**config.mk**
```make
export PLATFORM = sky130hd
export DESIGN_NAME = http_body_dechunker_unit
export DESIGN_NICKNAME = d
export VERILOG_FILES = /design/src/rtl/hbd_pkg.sv /design/src/rtl/http_body_dechunker_unit.sv
export SDC_FILE = /design/constraint.sdc
export NUM_CORES = 1
export LEC_CHECK = 0
export ABC_AREA = 1
export BUFFER_PORTS_ARGS = -buffer_cell sky130_fd_sc_hd__buf_2
export CELL_PAD_IN_SITES_DETAIL_PLACEMENT = 1
export CELL_PAD_IN_SITES_GLOBAL_PLACEMENT = 2
export CORE_ASPECT_RATIO = 1.75
export CORE_MARGIN = 2
export CORE_UTILIZATION = 30
export CTS_BUF_LIST = sky130_fd_sc_hd__clkbuf_8
export DETAILED_ROUTE_END_ITERATION = 6
export PLACE_DENSITY_LB_ADDON = 0.1
export SYNTH_ARGS = -nofsm -noshare
export SYNTH_HDL_FRONTEND = slang
export SYNTH_SLANG_ARGS = --single-unit
```
**constraint.sdc**
```tcl
create_clock -name aclk -period 6 [get_ports aclk]
set_input_delay 0.3 -clock aclk [delete_from_list [all_inputs] [get_ports aclk]]
set_output_delay 0.3 -clock aclk [all_outputs]
set_load 0.1 [all_outputs]
```
**src/rtl/hbd_pkg.sv**
```systemverilog
`default_nettype none

package hbd_pkg;

    // Width of the saturating byte counter.
    localparam int COUNT_BITS = 40;
    // Width of a chunk size value taken from a size line.
    localparam int CHUNK_SIZE_BITS = 32;
    // Width of the limit and length registers.
    localparam int REG_BITS = 40;
    // Width used for limit sums and compares, wide enough for every operand.
    localparam int CMP_BITS = ((COUNT_BITS > REG_BITS) ? COUNT_BITS : REG_BITS) + 2;

    localparam logic [COUNT_BITS-1:0] COUNT_MAX = {COUNT_BITS{1'b1}};

    localparam logic [7:0] CHAR_CR = 8'h0D;
    localparam logic [7:0] CHAR_LF = 8'h0A;

    // Configuration register indexes.
    typedef enum logic [1:0] {
        CFG_BODY_MODE      = 2'd0,
        CFG_MAX_BODY_SIZE  = 2'd1,
        CFG_CONTENT_LENGTH = 2'd2
    } cfg_index_t;

    // Framing modes.
    typedef enum logic {
        MODE_LENGTH  = 1'b0,
        MODE_CHUNKED = 1'b1
    } body_mode_t;

    // Parser phase for chunked coding.
    typedef enum logic [1:0] {
        PH_LINE    = 2'd0,
        PH_LINE_CR = 2'd1,
        PH_DATA    = 2'd2,
        PH_SEP     = 2'd3
    } phase_t;

    // Completion status codes.
    typedef enum logic [1:0] {
        ST_OK      = 2'd0,
        ST_LARGE   = 2'd1,
        ST_BADLINE = 2'd2
    } status_t;

    // Decoded hex digit.
    typedef struct packed {
        logic       ok;
        logic [3:0] value;
    } hex_digit_t;

    function automatic hex_digit_t hex_decode(input logic [7:0] c);
        hex_digit_t d;
        d.ok    = 1'b1;
        d.value = 4'd0;
        if (c inside {[8'h30:8'h39]}) begin
            d.value = 4'(c - 8'h30);
        end else if (c inside {[8'h61:8'h66]}) begin
            d.value = 4'(c - 8'h57);
        end else if (c inside {[8'h41:8'h46]}) begin
            d.value = 4'(c - 8'h37);
        end else begin
            d.ok = 1'b0;
        end
        return d;
    endfunction

endpackage

`default_nettype wire

```
**src/rtl/http_body_dechunker_unit.sv**
```systemverilog
// HTTP request body dechunker. Raw body bytes enter on the s_ channel, one
// byte per transaction, and each byte yields exactly one result transaction
// on the m_ channel telling whether it is payload, whether it was taken, and
// whether the body is complete with its status. In content length mode bytes
// pass until the declared length has been taken; in chunked mode hex size
// lines, chunk data and the two separator bytes are parsed, ending at a
// zero-size chunk. A byte is accepted every cycle while s_ready is high: the
// whole parse of one byte is counter and compare logic into the result
// register, and s_ready stays high while the result register is empty or
// being drained. After the body ends, results report done until reset.
// Configuration is written through the cfg_ channel, always ready; the user
// must write it only while the block is idle, which the block does not enforce.
`default_nettype none

module http_body_dechunker_unit (
    input  wire logic        aclk,
    input  wire logic        aresetn,

    input  wire logic        cfg_valid,
    output logic             cfg_ready,
    input  wire logic [1:0]  cfg_index,
    input  wire logic [hbd_pkg::REG_BITS-1:0] cfg_data,

    input  wire logic        s_valid,
    output logic             s_ready,
    input  wire logic [7:0]  s_data_byte,

    output logic             m_valid,
    input  wire logic        m_ready,
    output logic [7:0]       m_body_byte,
    output logic             m_body_valid,
    output logic             m_consumed,
    output logic             m_done_res,
    output logic [1:0]       m_status
);

    localparam int CB = hbd_pkg::COUNT_BITS;
    localparam int SB = hbd_pkg::CHUNK_SIZE_BITS;
    localparam int RB = hbd_pkg::REG_BITS;
    localparam int WB = hbd_pkg::CMP_BITS;

    // Configuration registers.
    hbd_pkg::body_mode_t body_mode_reg;
    logic [RB-1:0]       max_body_size_reg;
    logic [RB-1:0]       declared_len_reg;

    // Parser state.
    hbd_pkg::phase_t  phase_reg, phase_next;
    logic [SB-1:0]    chunk_left_reg, chunk_left_next;
    logic [SB-1:0]    size_accum_reg, size_accum_next;
    logic [1:0]       line_count_reg, line_count_next;
    logic [CB-1:0]    total_count_reg, total_count_next;
    logic             finished_reg, finished_next;
    hbd_pkg::status_t error_code_reg, error_code_next;

    // Result register.
    logic       m_valid_reg;
    logic [7:0] body_byte_reg, body_byte_next;
    logic       body_valid_reg, body_valid_next;
    logic       consumed_reg, consumed_next;

    logic s_fire;

    // Per-byte helper values.
    hbd_pkg::hex_digit_t hex;
    logic [CB-1:0] total_inc;
    logic          limit_on;
    logic          inc_over_limit;
    logic          chunk_over_limit;
    logic [WB-1:0] chunk_need;
    logic [SB-1:0] chunk_dec;

    assign cfg_ready = 1'b1;
    assign s_ready   = !m_valid_reg || m_ready;
    assign s_fire    = s_valid && s_ready;

    // Configuration writes; indexes beyond the list are ignored.
    always_ff @(posedge aclk) begin
        if (!aresetn) begin
            body_mode_reg     <= hbd_pkg::MODE_LENGTH;
            max_body_size_reg <= '0;
            declared_len_reg  <= '0;
        end else if (cfg_valid) begin
            case (cfg_index)
                hbd_pkg::CFG_BODY_MODE:      body_mode_reg <= hbd_pkg::body_mode_t'(cfg_data[0]);
                hbd_pkg::CFG_MAX_BODY_SIZE:  max_body_size_reg <= cfg_data;
                hbd_pkg::CFG_CONTENT_LENGTH: declared_len_reg <= cfg_data;
                default: ;
            endcase
        end
    end

    // Shared counter and limit arithmetic.
    always_comb begin
        hex       = hbd_pkg::hex_decode(s_data_byte);
        total_inc = (total_count_reg != hbd_pkg::COUNT_MAX) ?
                    total_count_reg + CB'(1) : total_count_reg;
        limit_on  = (max_body_size_reg != '0);
        inc_over_limit = WB'(total_inc) > WB'(max_body_size_reg);
        chunk_need = WB'(total_inc) + WB'(size_accum_reg) + WB'(2);
        chunk_over_limit = chunk_need > WB'(max_body_size_reg);
        chunk_dec = (chunk_left_reg != '0) ? chunk_left_reg - SB'(1) : '0;
    end

    // Next state and result for the byte offered on the input channel.
    always_comb begin
        phase_next       = phase_reg;
        chunk_left_next  = chunk_left_reg;
        size_accum_next  = size_accum_reg;
        line_count_next  = line_count_reg;
        total_count_next = total_count_reg;
        finished_next    = finished_reg;
        error_code_next  = error_code_reg;
        body_valid_next  = 1'b0;
        consumed_next    = 1'b0;

        if (!finished_reg) begin
            if (body_mode_reg == hbd_pkg::MODE_LENGTH) begin
                if (limit_on && (declared_len_reg > max_body_size_reg)) begin
                    error_code_next = hbd_pkg::ST_LARGE;
                    finished_next   = 1'b1;
                end else if (WB'(total_count_reg) >= WB'(declared_len_reg)) begin
                    finished_next = 1'b1;
                end else begin
                    total_count_next = total_inc;
                    body_valid_next  = 1'b1;
                    consumed_next    = 1'b1;
                    if (WB'(total_inc) >= WB'(declared_len_reg)) begin
                        finished_next = 1'b1;
                    end
                end
            end else begin
                consumed_next    = 1'b1;
                total_count_next = total_inc;
                case (phase_reg)
                    hbd_pkg::PH_LINE: begin
                        if (line_count_reg != 2'd2) begin
                            line_count_next = line_count_reg + 2'd1;
                        end
                        if (limit_on && inc_over_limit) begin
                            error_code_next = hbd_pkg::ST_LARGE;
                            finished_next   = 1'b1;
                        end else if (s_data_byte == hbd_pkg::CHAR_CR) begin
                            phase_next = hbd_pkg::PH_LINE_CR;
                        end else if (!hex.ok || (size_accum_reg[SB-1 -: 4] != 4'd0)) begin
                            error_code_next = hbd_pkg::ST_BADLINE;
                            finished_next   = 1'b1;
                        end else begin
                            size_accum_next = {size_accum_reg[SB-5:0], hex.value};
                        end
                    end
                    hbd_pkg::PH_LINE_CR: begin
                        if (limit_on && inc_over_limit) begin
                            error_code_next = hbd_pkg::ST_LARGE;
                            finished_next   = 1'b1;
                        end else if ((s_data_byte != hbd_pkg::CHAR_LF) ||
                                     (line_count_reg < 2'd2)) begin
                            error_code_next = hbd_pkg::ST_BADLINE;
                            finished_next   = 1'b1;
                        end else if (limit_on && chunk_over_limit) begin
                            error_code_next = hbd_pkg::ST_LARGE;
                            finished_next   = 1'b1;
                        end else if (size_accum_reg == '0) begin
                            // Zero-size chunk ends the body.
                            finished_next = 1'b1;
                        end else begin
                            chunk_left_next = size_accum_reg;
                            size_accum_next = '0;
                            line_count_next = 2'd0;
                            phase_next      = hbd_pkg::PH_DATA;
                        end
                    end
                    hbd_pkg::PH_DATA: begin
                        body_valid_next = 1'b1;
                        chunk_left_next = chunk_dec;
                        if (chunk_dec == '0) begin
                            chunk_left_next = SB'(2);
                            phase_next      = hbd_pkg::PH_SEP;
                        end
                    end
                    default: begin
                        // Separator bytes are skipped without a check.
                        chunk_left_next = chunk_dec;
                        if (chunk_dec == '0) begin
                            size_accum_next = '0;
                            line_count_next = 2'd0;
                            phase_next      = hbd_pkg::PH_LINE;
                        end
                    end
                endcase
            end
        end

        body_byte_next = body_valid_next ? s_data_byte : 8'd0;
    end

    // Parser state registers, updated once per accepted transaction.
    always_ff @(posedge aclk) begin
        if (!aresetn) begin
            phase_reg       <= hbd_pkg::PH_LINE;
            chunk_left_reg  <= '0;
            size_accum_reg  <= '0;
            line_count_reg  <= 2'd0;
            total_count_reg <= '0;
            finished_reg    <= 1'b0;
            error_code_reg  <= hbd_pkg::ST_OK;
        end else if (s_fire) begin
            phase_reg       <= phase_next;
            chunk_left_reg  <= chunk_left_next;
            size_accum_reg  <= size_accum_next;
            line_count_reg  <= line_count_next;
            total_count_reg <= total_count_next;
            finished_reg    <= finished_next;
            error_code_reg  <= error_code_next;
        end
    end

    // Result valid flag.
    always_ff @(posedge aclk) begin
        if (!aresetn) begin
            m_valid_reg <= 1'b0;
        end else if (s_fire) begin
            m_valid_reg <= 1'b1;
        end else if (m_ready) begin
            m_valid_reg <= 1'b0;
        end
    end

    // Result payload.
    always_ff @(posedge aclk) begin
        if (s_fire) begin
            body_byte_reg  <= body_byte_next;
            body_valid_reg <= body_valid_next;
            consumed_reg   <= consumed_next;
        end
    end

    assign m_valid      = m_valid_reg;
    assign m_body_byte  = body_byte_reg;
    assign m_body_valid = body_valid_reg;
    assign m_consumed   = consumed_reg;
    assign m_done_res   = finished_reg;
    assign m_status     = error_code_reg;

endmodule

`default_nettype wire

```
==> results of run 1 <==
## per-stage QoR
step | cells | utilization, % | total power (W) | setup WS (ns) | setup TNS (ns)
2_1_floorplan | 2625 | - | 0.00383 | 0.0282 | 0
3_3_place_gp | 3729 | 36.3 | 0.00552 | -0.996 | -59.31
3_5_place_dp | 3729 | 36.3 | 0.00565 | -1.18 | -74.05
4_1_cts | 3874 | 40.2 | 0.00733 | -0.228 | -12.37
5_1_grt | 3886 | 41.5 | 0.00799 | -0.511 | -32.39
6_report | 3886 | 41.5 | 0.00745 | -0.173 | -8.81
## final cells by class
| cell class | instances | area [sq um] |
|---|---|---|
| inverters | 339 | 1280 |
| fillers | 7381 | 33900 |
| diodes | 1 | 2.50 |
| repair buffers | 487 | 3820 |
| flip-flops and latches | 203 | 4170 |
| clock buffers | 49 | 674 |
| clock inverters | 22 | 104 |
| well taps | 773 | 967 |
| multi-input cells | 2012 | 13100 |
## final timing paths
path / startpoint / to / slack (ns) / cells past startpoint
setup / recovery: total_count_reg[13] / chunk_left_reg[25] / -0.17 / 45
hold / removal: s_data_byte[4] / m_body_byte[4] / 0.05 / 3
setup reg to reg: total_count_reg[13] / chunk_left_reg[25] / -0.17 / 45
hold reg to reg: m_status[0] / m_status[0] / 0.44 / 2
## placed cells by master (no fill, tap or decap), types with 28 or more instances in the layout
| cell | n |
|---|---|
| a21oi_1 | 225 |
| a21oi_2 | 31 |
| buf_2 | 68 |
| buf_4 | 351 |
| clkbuf_8 | 49 |
| dfxtp_1 | 185 |
| dlygate4sd3_1 | 46 |
| ha_1 | 253 |
| inv_1 | 316 |
| inv_2 | 28 |
| nand2_1 | 484 |
| nand2_2 | 64 |
| nand3_1 | 92 |
| nand4_1 | 56 |
| nor2_1 | 284 |
| nor3_1 | 35 |
| o21ai_0 | 158 |
| o22ai_1 | 31 |
| xor2_1 | 46 |
## cells by family after synthesis
group           count (synthesis)  share of synthesized area (%)
simple gates                 1132                           27.4
compound gates                533                           16.3
buf+inv                       410                           9.24
fa+ha+maj                     275                           19.7
flops                         203                           23.8
xor+xnor                       71                           3.55
other cells                     1                         0.0214
## worst min-delay path, stage by stage
cell and delay, ns:
buf_2 0.09, inv_1 0.06, nor2_1 0.10
## layer usage
layer / vias to the layer above / part of all wire (%)
met5: - / 0
met4: 0 / 7.4
met3: 181 / 2.0
met2: 276 / 56
met1: 9577 / 35
li1: 9654 / -
## synthesized netlist by cell type, drive strengths merged (2+ instances only)
cell	n	area [sq um]
or2	2	12.5
a211oi	11	82.6
o22ai	31	194
and2	5	31.3
nor3	49	265
clkinv	5	18.8
o21a	4	30.0
edfxtp	10	300
nor4	13	96.3
clkbuf	46	173
o2111ai	3	26.3
buf	25	174
nor3b	4	30.0
a21boi	5	37.5
a21o	11	82.6
a31oi	7	43.8
nor2	325	1260
nand3b	5	37.5
nand4	57	372
xor2	61	534
nand2	557	2110
a221oi	2	17.5
ha	274	3430
o21ai	181	906
o211ai	5	37.5
dfxtp	193	3860
xnor2	10	87.6
inv	334	1250
o21bai	3	22.5
nand3	114	591
o221ai	3	26.3
a21oi	263	1320
## timing repair
action / CTS / global route
hold buffers: 46 / 0
endpoints found under the setup margin: 71 / 71
endpoints found under the hold margin: 81 / 0
gates cloned: 5 / 1
resized for setup: 163 / 162
buffers inserted: 23 / 14
pin swaps: 39 / 83
## power by group through the flow
stage / Clock, W / Combinational, W / Sequential [W]
2_1_floorplan: 0 / 0.00199 / 0.00184
3_3_place_gp: 0 / 0.00390 / 0.00161
3_5_place_dp: 0 / 0.00402 / 0.00162
4_1_cts: 0.00152 / 0.00422 / 0.00160
5_1_grt: 0.00156 / 0.00481 / 0.00162
6_report: 0.00145 / 0.00439 / 0.00160
==> flow_summary.yaml, run 1 <==
worst_setup_path:
  crit_fanout: 8
  cpMostUsedCell: "nand2_1"
  path_class: "reg -> reg"
  worst_path_max_delay_cell: "dfxtp_1"
  cp_num_buf_inv: 8
  worstPathArrival_ns: 6.73
  cp_slowest_stage_delay_ns: 0.34
  cp-end-kind: "flip-flop"
  path_delay_family: "simple AND/OR/NAND/NOR gates"
  startpoint_type: "flip-flop"
  cp.required_ns: 6.55
timing:
  whs_ns: 0.0531
  grt_setup_unrepaired: "true"
  setup_violations: 68
  setup_ws_ns: -0.173
  post-route-min-period_ns: 6.17
  hold_violations: 0
  max_slew_margin_pct: 23.8
  worstMarginPinSlew_ns: 1.14
  clock_skew_ns: 0.0206
  drv_slew: 0
  fin_crit_sh_pct: 103
  max_freq_mhz: 162
place:
  place_congestion: 0.930
  io_buffers: 69
  hpwl_mm: 65.4
  dpl-instance-area_sq_um: 21100
route:
  vias_per_cell: 5.07
  antenna_left: 0
  drt_iter0_markers: 684
  wl_mm: 81.4
  wl_per_cell_um: 20.9
  remaining_drc_errors: 0
  drtPass1Iterations: 5
  routed-via-count: 19688
clock_tree:
  cts_tree: "done"
  cts_sinks: 203
  root_buffer: "clkbuf_8"
  clk_pin_slew_ns: 0.06
  clock_latency_ns: 0.63
  numCtsBuffers: 40
  cts.path.max_buffers: 3
  htree_levels: 2
yosys:
  dominantRegCellSynth: "dfxtp_1"
  ys_async_sr_fraction_pct: 0
  yosys_register_bits: 203
  yosys_warnings: 0
  synth_nets: 2955
  synth_edf_count: 10
  yosysSeqAreaShare_pct: 23.8
  syn_area_sq_um: 17500
  syn_area_per_cell_sq_um: 6.67
  ys_types: 53
  synthCells: 2625
floorplanning:
  die_area_sq_um: 60400
  dieHeight_um: 324
  core_sq_um: 58000
  dieWidth_um: 187
  ioPinCount: 71
  start_util_pct: 30.2
  rows: 117
power:
  combPwrFrac_pct: 58.9
  switchingPower_w: 0.00347
  leakagePower_nw: 11.8
  switching_share_pct: 46.6
  seqPwrFrac_pct: 21.6
  power_density_nw_per_um2: 309
  p_int_w: 0.00398
  vdd_drop_max_mv: 0.163
  pwr-share-clk_pct: 19.5
status:
  violations: "negative setup slack"
  status: "complete, but fails checks"
grt:
  grt_pass1_vias: 21180
  grt_antenna_before_repair: 1
  gr-max-usage-layer: "met2"
  use_met2_pct: 54.3
  grt_pass1_wl_mm: 122
  grt_max_degree: 80
  grt_use_met1_pct: 24.8
  met3_usage_pct: 2.56
  grtUsageTotal_pct: 26.6
  overflow: 0
finish:
  final_layout_size_suffix_gt1_share_pct: 25.4
  nets: 3413
  fin_area_sq_um: 24100
  synthToLayoutAreaGrowth_pct: 37.5
flow_run:
  drv_cap: 0
worst_hold_path:
  worstHoldPathType: "in -> reg"
No activity file was read; power rests on OpenSTA's default activity.
==> inputs of run 2 (changes only) <==
==> constraint.sdc (replaced) <==
create_clock -name aclk -period 5.4 [get_ports aclk]
set_input_delay 0.27 -clock aclk [delete_from_list [all_inputs] [get_ports aclk]]
set_output_delay 0.27 -clock aclk [all_outputs]
set_load 0.1 [all_outputs]
==> flow_summary.yaml, run 2 (synthesized netlist as in run 1, its figures left out) <==
finish:
  final_layout_size_suffix_gt1_share_pct: 27.7
  most-common-layout-cells: "nand2_1 (463), buf_4 (390), inv_1 (323)"
  mostFrequentLayoutCell: "nand2_1"
  nets: 3474
  synthToLayoutAreaGrowth_pct: 43.3
  fin_util_pct: 43.3
floorplanning:
  core_sq_um: 58000
  ioPinCount: 71
  rows: 117
  start_util_pct: 30.2
  dieWidth_um: 187
  dieHeight_um: 324
  die_area_sq_um: 60400
place:
  place_congestion: 0.959
  hpwl_mm: 66.8
  io_buffers: 69
  dp_slack_ns: -1.60
timing:
  drv_slew: 0
  worstMarginPinSlew_ns: 1.05
  setup_ws_ns: -0.882
  fin_crit_sh_pct: 116
  clock_skew_ns: 0.0465
  max_slew_margin_pct: 29.3
  post-route-min-period_ns: 6.28
  grt_setup_unrepaired: "true"
  max_freq_mhz: 159
  hold_violations: 0
  finalSetupTns_ns: -57.33
  whs_ns: 0.0753
  setup_violations: 71
worst_hold_path:
  worstHoldPathType: "in -> reg"
status:
  status: "complete, but fails checks"
  violations: "negative setup slack"
power:
  power_density_nw_per_um2: 345
  vdd_drop_max_mv: 0.172
  leakagePower_nw: 12.3
  total_power_w: 0.00866
route:
  wl_per_cell_um: 21.4
  drt_iter0_markers: 703
  antenna_left: 0
  drtPass1Iterations: 4
  routed-via-count: 20072
  remaining_drc_errors: 0
  vias_per_cell: 5.09
  wl_mm: 84.4
worst_setup_path:
  crit_fanout: 7
  worst_path_max_delay_cell: "dfxtp_1"
  path_class: "reg -> reg"
  cp_slowest_stage_delay_ns: 0.34
  cp.required_ns: 5.91
  cp-end-kind: "flip-flop"
  startpoint_type: "flip-flop"
  worstPathArrival_ns: 6.79
clock_tree:
  cts_sinks: 203
  cts.path.max_buffers: 3
  numCtsBuffers: 41
  cts_tree: "done"
  root_buffer: "clkbuf_8"
  clk_pin_slew_ns: 0.08
  htree_levels: 2
  clock_latency_ns: 0.66
flow_run:
  drv_cap: 0
grt:
  grt_pass1_wl_mm: 126
  grtUsageTotal_pct: 27.5
  grt_max_degree: 80
  grt_pass1_vias: 21887
  overflow: 0
  grt_antenna_before_repair: 1
## run 2: changes by cell type in the layout (fill, tap and decap cells not counted), sizes merged, moves of 2 or more
cell and change:
buf +51, bufinv +2, clkbuf +3, clkinv -6, dlygate4sd3 +6, inv +5
## run 2: path summary, 6_finish.rpt
kind,from,end,slack [ns],cells after the start
setup / recovery,total_count_reg[26],size_accum_reg[20],-0.88,45
hold reg to reg,m_status[0],m_status[0],0.44,2
setup reg to reg,total_count_reg[26],size_accum_reg[20],-0.88,45
hold / removal,s_data_byte[1],m_body_byte[1],0.08,3
## run 2: per-stage QoR
stage | cell area [sq um] | cells
detailed placement | 21600 | 3768
floorplan | 17800 | 2625
finish | 25100 | 3947
global placement | 21600 | 3768
CTS | 24500 | 3937
global route | 25100 | 3947
## run 2: routing by layer
metal	track usage, %	wire length (um)	vias to the layer above
met1	25.2	28800	9794
met5	0	0	-
li1	-	-	9780
met2	56.3	47300	299
met3	2.95	1870	199
met4	18.2	6480	0
## run 2: final cells by class
class                   count  area, sq um
inverters                 339         1280
repair buffers            547         4400
well taps                 773          967
flip-flops and latches    203         4190
diodes                      1         2.50
clock inverters            22          145
multi-input cells        2012        13400
fillers                  7343        32900
clock buffers              50          688
## run 2: what timing repair did
action,CTS,global route
resized for setup,216,138
hold buffers,52,0
pin swaps,99,70
cloned,6,3
hold endpoints to repair,86,0
setup buffers,39,12
endpoints found under the setup margin,71,71
## run 2: where the power goes
part | switching [W] | internal [W] | leakage [nW]
clock | 0.000804 | 0.000930 | 0.488
combinational | 0.00310 | 0.00204 | 10.1
sequential | 0.0000947 | 0.00170 | 1.68
total | 0.00400 | 0.00466 | 12.3
## run 2: worst max-delay path: cells and delay by family, from the launching register on
| family | cells | cell delay (ns) |
|---|---|---|
| AOI/OAI and AO/OA | 1 | 0.18 |
| and+or+nand+nor | 30 | 3.26 |
| DFF | 1 | 0.34 |
| buffers and inverters | 9 | 1.17 |
| adders and majority gates | 3 | 0.82 |
| xor gates and xnor gates | 2 | 0.31 |
==> inputs of run 3 (changes only) <==
--- a/config.mk
+++ b/config.mk
@@ -5,7 +5,6 @@
 export SDC_FILE = /design/constraint.sdc
 export NUM_CORES = 1
 export LEC_CHECK = 0
-export ABC_AREA = 1
 export BUFFER_PORTS_ARGS = -buffer_cell sky130_fd_sc_hd__buf_2
 export CELL_PAD_IN_SITES_DETAIL_PLACEMENT = 1
 export CELL_PAD_IN_SITES_GLOBAL_PLACEMENT = 2
==> flow_summary.yaml, run 3 <==
clock_tree:
  root_buffer: "clkbuf_8"
  clock_latency_ns: 0.62
  clk_pin_slew_ns: 0.06
  numCtsBuffers: 40
  cts_tree: "done"
  cts_sinks: 203
  htree_levels: 2
  cts.path.max_buffers: 3
finish:
  most-common-layout-cells: "buf_4 (359), nand2_1 (311), ha_1 (263)"
  fill_cells: 6759
  nets: 2967
  final_layout_size_suffix_gt1_share_pct: 26.4
  mostFrequentLayoutCell: "buf_4"
  synthToLayoutAreaGrowth_pct: 37.0
  fin_util_pct: 41.7
flow_run:
  drv_cap: 0
power:
  leakagePower_nw: 10.6
  total_power_w: 0.00439
  switching_share_pct: 34.9
  p_int_w: 0.00285
  vdd_drop_max_mv: 0.171
  seqPwrFrac_pct: 36.3
  combPwrFrac_pct: 25.4
  pwr-share-clk_pct: 38.3
  power_density_nw_per_um2: 187
  switchingPower_w: 0.00153
route:
  routed-via-count: 18482
  drt_iter0_markers: 641
  antenna_left: 0
  wl_mm: 76.5
  wl_per_cell_um: 22.3
  remaining_drc_errors: 0
  drtPass1Iterations: 4
  vias_per_cell: 5.40
worst_setup_path:
  cp-end-kind: "flip-flop"
  cp_num_buf_inv: 7
  crit_fanout: 8
  worstReg2RegEnd: "size_accum_reg[9]"
  cp.required_ns: 5.92
  cpMostUsedCell: "buf_4"
  startpoint_type: "flip-flop"
  worstPathArrival_ns: 7.76
  cp_slowest_stage_delay_ns: 0.61
  ff2ff_setup_slack_ns: -1.84
  r2r_cells: 34
  r2r_start: "total_count_reg[4]"
  path_delay_family: "compound AO/OA/AOI/OAI gates"
  path_class: "reg -> reg"
  worst_path_max_delay_cell: "or4_4"
place:
  io_buffers: 69
  hpwl_mm: 60.6
  dp_slack_ns: -2.26
  place_congestion: 0.896
timing:
  fin_crit_sh_pct: 134
  worstMarginPinSlew_ns: 1.25
  clock_skew_ns: 0.0488
  drv_slew: 0
  setup_ws_ns: -1.84
  max_slew_margin_pct: 16.4
  post-route-min-period_ns: 7.24
  max_freq_mhz: 138
  grt_setup_unrepaired: "true"
  setup_violations: 71
  hold_violations: 0
grt:
  grtUsageTotal_pct: 25.8
  met3_usage_pct: 2.16
  gr-max-usage-layer: "met2"
  grt_max_degree: 70
  use_met2_pct: 50.2
  grt_pass1_wl_mm: 116
  grt_antenna_before_repair: 1
  overflow: 0
  grt_use_met1_pct: 26.1
  grt_pass1_vias: 20087
floorplanning:
  die_area_sq_um: 59000
  dieWidth_um: 185
  rows: 115
  start_util_pct: 30.4
  core_sq_um: 56300
  ioPinCount: 71
  dieHeight_um: 320
worst_hold_path:
  hp-start: "s_data_byte[1]"
  holdPathStages: 2
  worstHoldPathType: "in -> reg"
  hold_end: "m_body_byte[1]"
yosys:
  yosysMostFrequentCell: "nand2_1"
  synth_top_area_share_pct: 22.6
  ys_types: 84
  yosysSeqAreaShare_pct: 24.3
  yosys_warnings: 0
  syn_area_sq_um: 17100
  synth_edf_count: 10
  yosys-top-cells-count: "nand2_1 (319), ha_1 (274), a21oi_1 (200)"
  dominantRegCellSynth: "dfxtp_1"
  synth_nets: 2518
  ys_async_sr_fraction_pct: 0
  syn_area_per_cell_sq_um: 7.82
  yosys_register_bits: 203
  synthCells: 2188
  synth_top_cell_by_area: "dfxtp_1"
  synthTopCellsByArea: "dfxtp_1 (23%), ha_1 (20%), nand2_1 (7.0%)"
status:
  status: "complete, but fails checks"
  violations: "negative setup slack"
run 3: final cells by class:
type                       count  area (sq um)  area share [%]
antenna                        1          2.50          0.0107
tap                          760           951            4.06
inverter                     124           468            2.00
clock inverter                24           194           0.827
timing repair buffer         503          4040            17.2
clock buffer                  45           619            2.64
multi-input combinational   1765         13000            55.4
sequential                   203          4200            17.9
run 3: how the worst max path moves through the flow:
| stage | startpoint | end | slack [ns] | depth (start not counted) |
|---|---|---|---|---|
| after floorplan | total_count_reg[10] | size_accum_reg[1] | -1.02 | 29 |
| after global placement | total_count_reg[29] | chunk_left_reg[2] | -2.18 | 35 |
| after detailed placement | total_count_reg[29] | chunk_left_reg[29] | -2.26 | 35 |
| after CTS | total_count_reg[10] | size_accum_reg[7] | -1.76 | 33 |
| after global routing | total_count_reg[5] | size_accum_reg[9] | -2.19 | 35 |
| final | total_count_reg[4] | size_accum_reg[9] | -1.84 | 34 |
run 3: per-stage QoR:
step	cell area, sq um	hold slack, ns	TNS (ns)	cells
after global placement	20900	0.447	-147.14	3259
final	23400	0.0481	-122.45	3425
after global routing	23400	0.0361	-146.31	3425
after CTS	22800	0.0146	-120.11	3403
after floorplan	17400	0.399	-64.31	2188
after detailed placement	20900	0.465	-153.36	3259
run 3: cell families after synthesis:
group	count (synthesis)	synth area share, %
muxes	15	0.892
adders and majority gates	275	20.2
other	1	0.0219
AOI/OAI and AO/OA	570	21.0
xor gates and xnor gates	89	4.56
buffers and inverters	220	5.04
DFF	203	24.3
and+or+nand+nor	815	24.0
run 3: worst register-to-register path, delay by kind of cell (launching register included):
kind / cells / cell delay (ns)
adder cells (fa/ha/maj): 3 / 0.76
flip-flops: 1 / 0.35
buffers and inverters: 7 / 1.25
AO/OA/AOI/OAI: 13 / 2.34
XOR/XNOR: 2 / 0.33
AND/OR/NAND/NOR: 9 / 2.19
run 3: repair_timing:
action	CTS	global route
gates resized for setup	79	64
pin swaps	27	57
hold buffers	47	0
setup buffers	24	17
hold endpoints to repair	86	0
setup endpoints to repair	71	71
gates cloned	5	5
run 3: power groups by stage:
| stage | registers [W] | clock network, W | logic, W |
|---|---|---|---|
| after floorplan | 0.00177 | 0 | 0.000461 |
| final | 0.00159 | 0.00168 | 0.00111 |
| after global placement | 0.00163 | 0 | 0.00103 |
| after CTS | 0.00159 | 0.00174 | 0.00112 |
| after detailed placement | 0.00163 | 0 | 0.00105 |
| after global routing | 0.00160 | 0.00180 | 0.00120 |
run 3: metal layers:
metal | vias up | share of wire (%)
met1 | 9055 | 37
met5 | - | 0
met3 | 187 | 2.0
li1 | 8911 | -
met4 | 0 | 7.1
met2 | 329 | 54
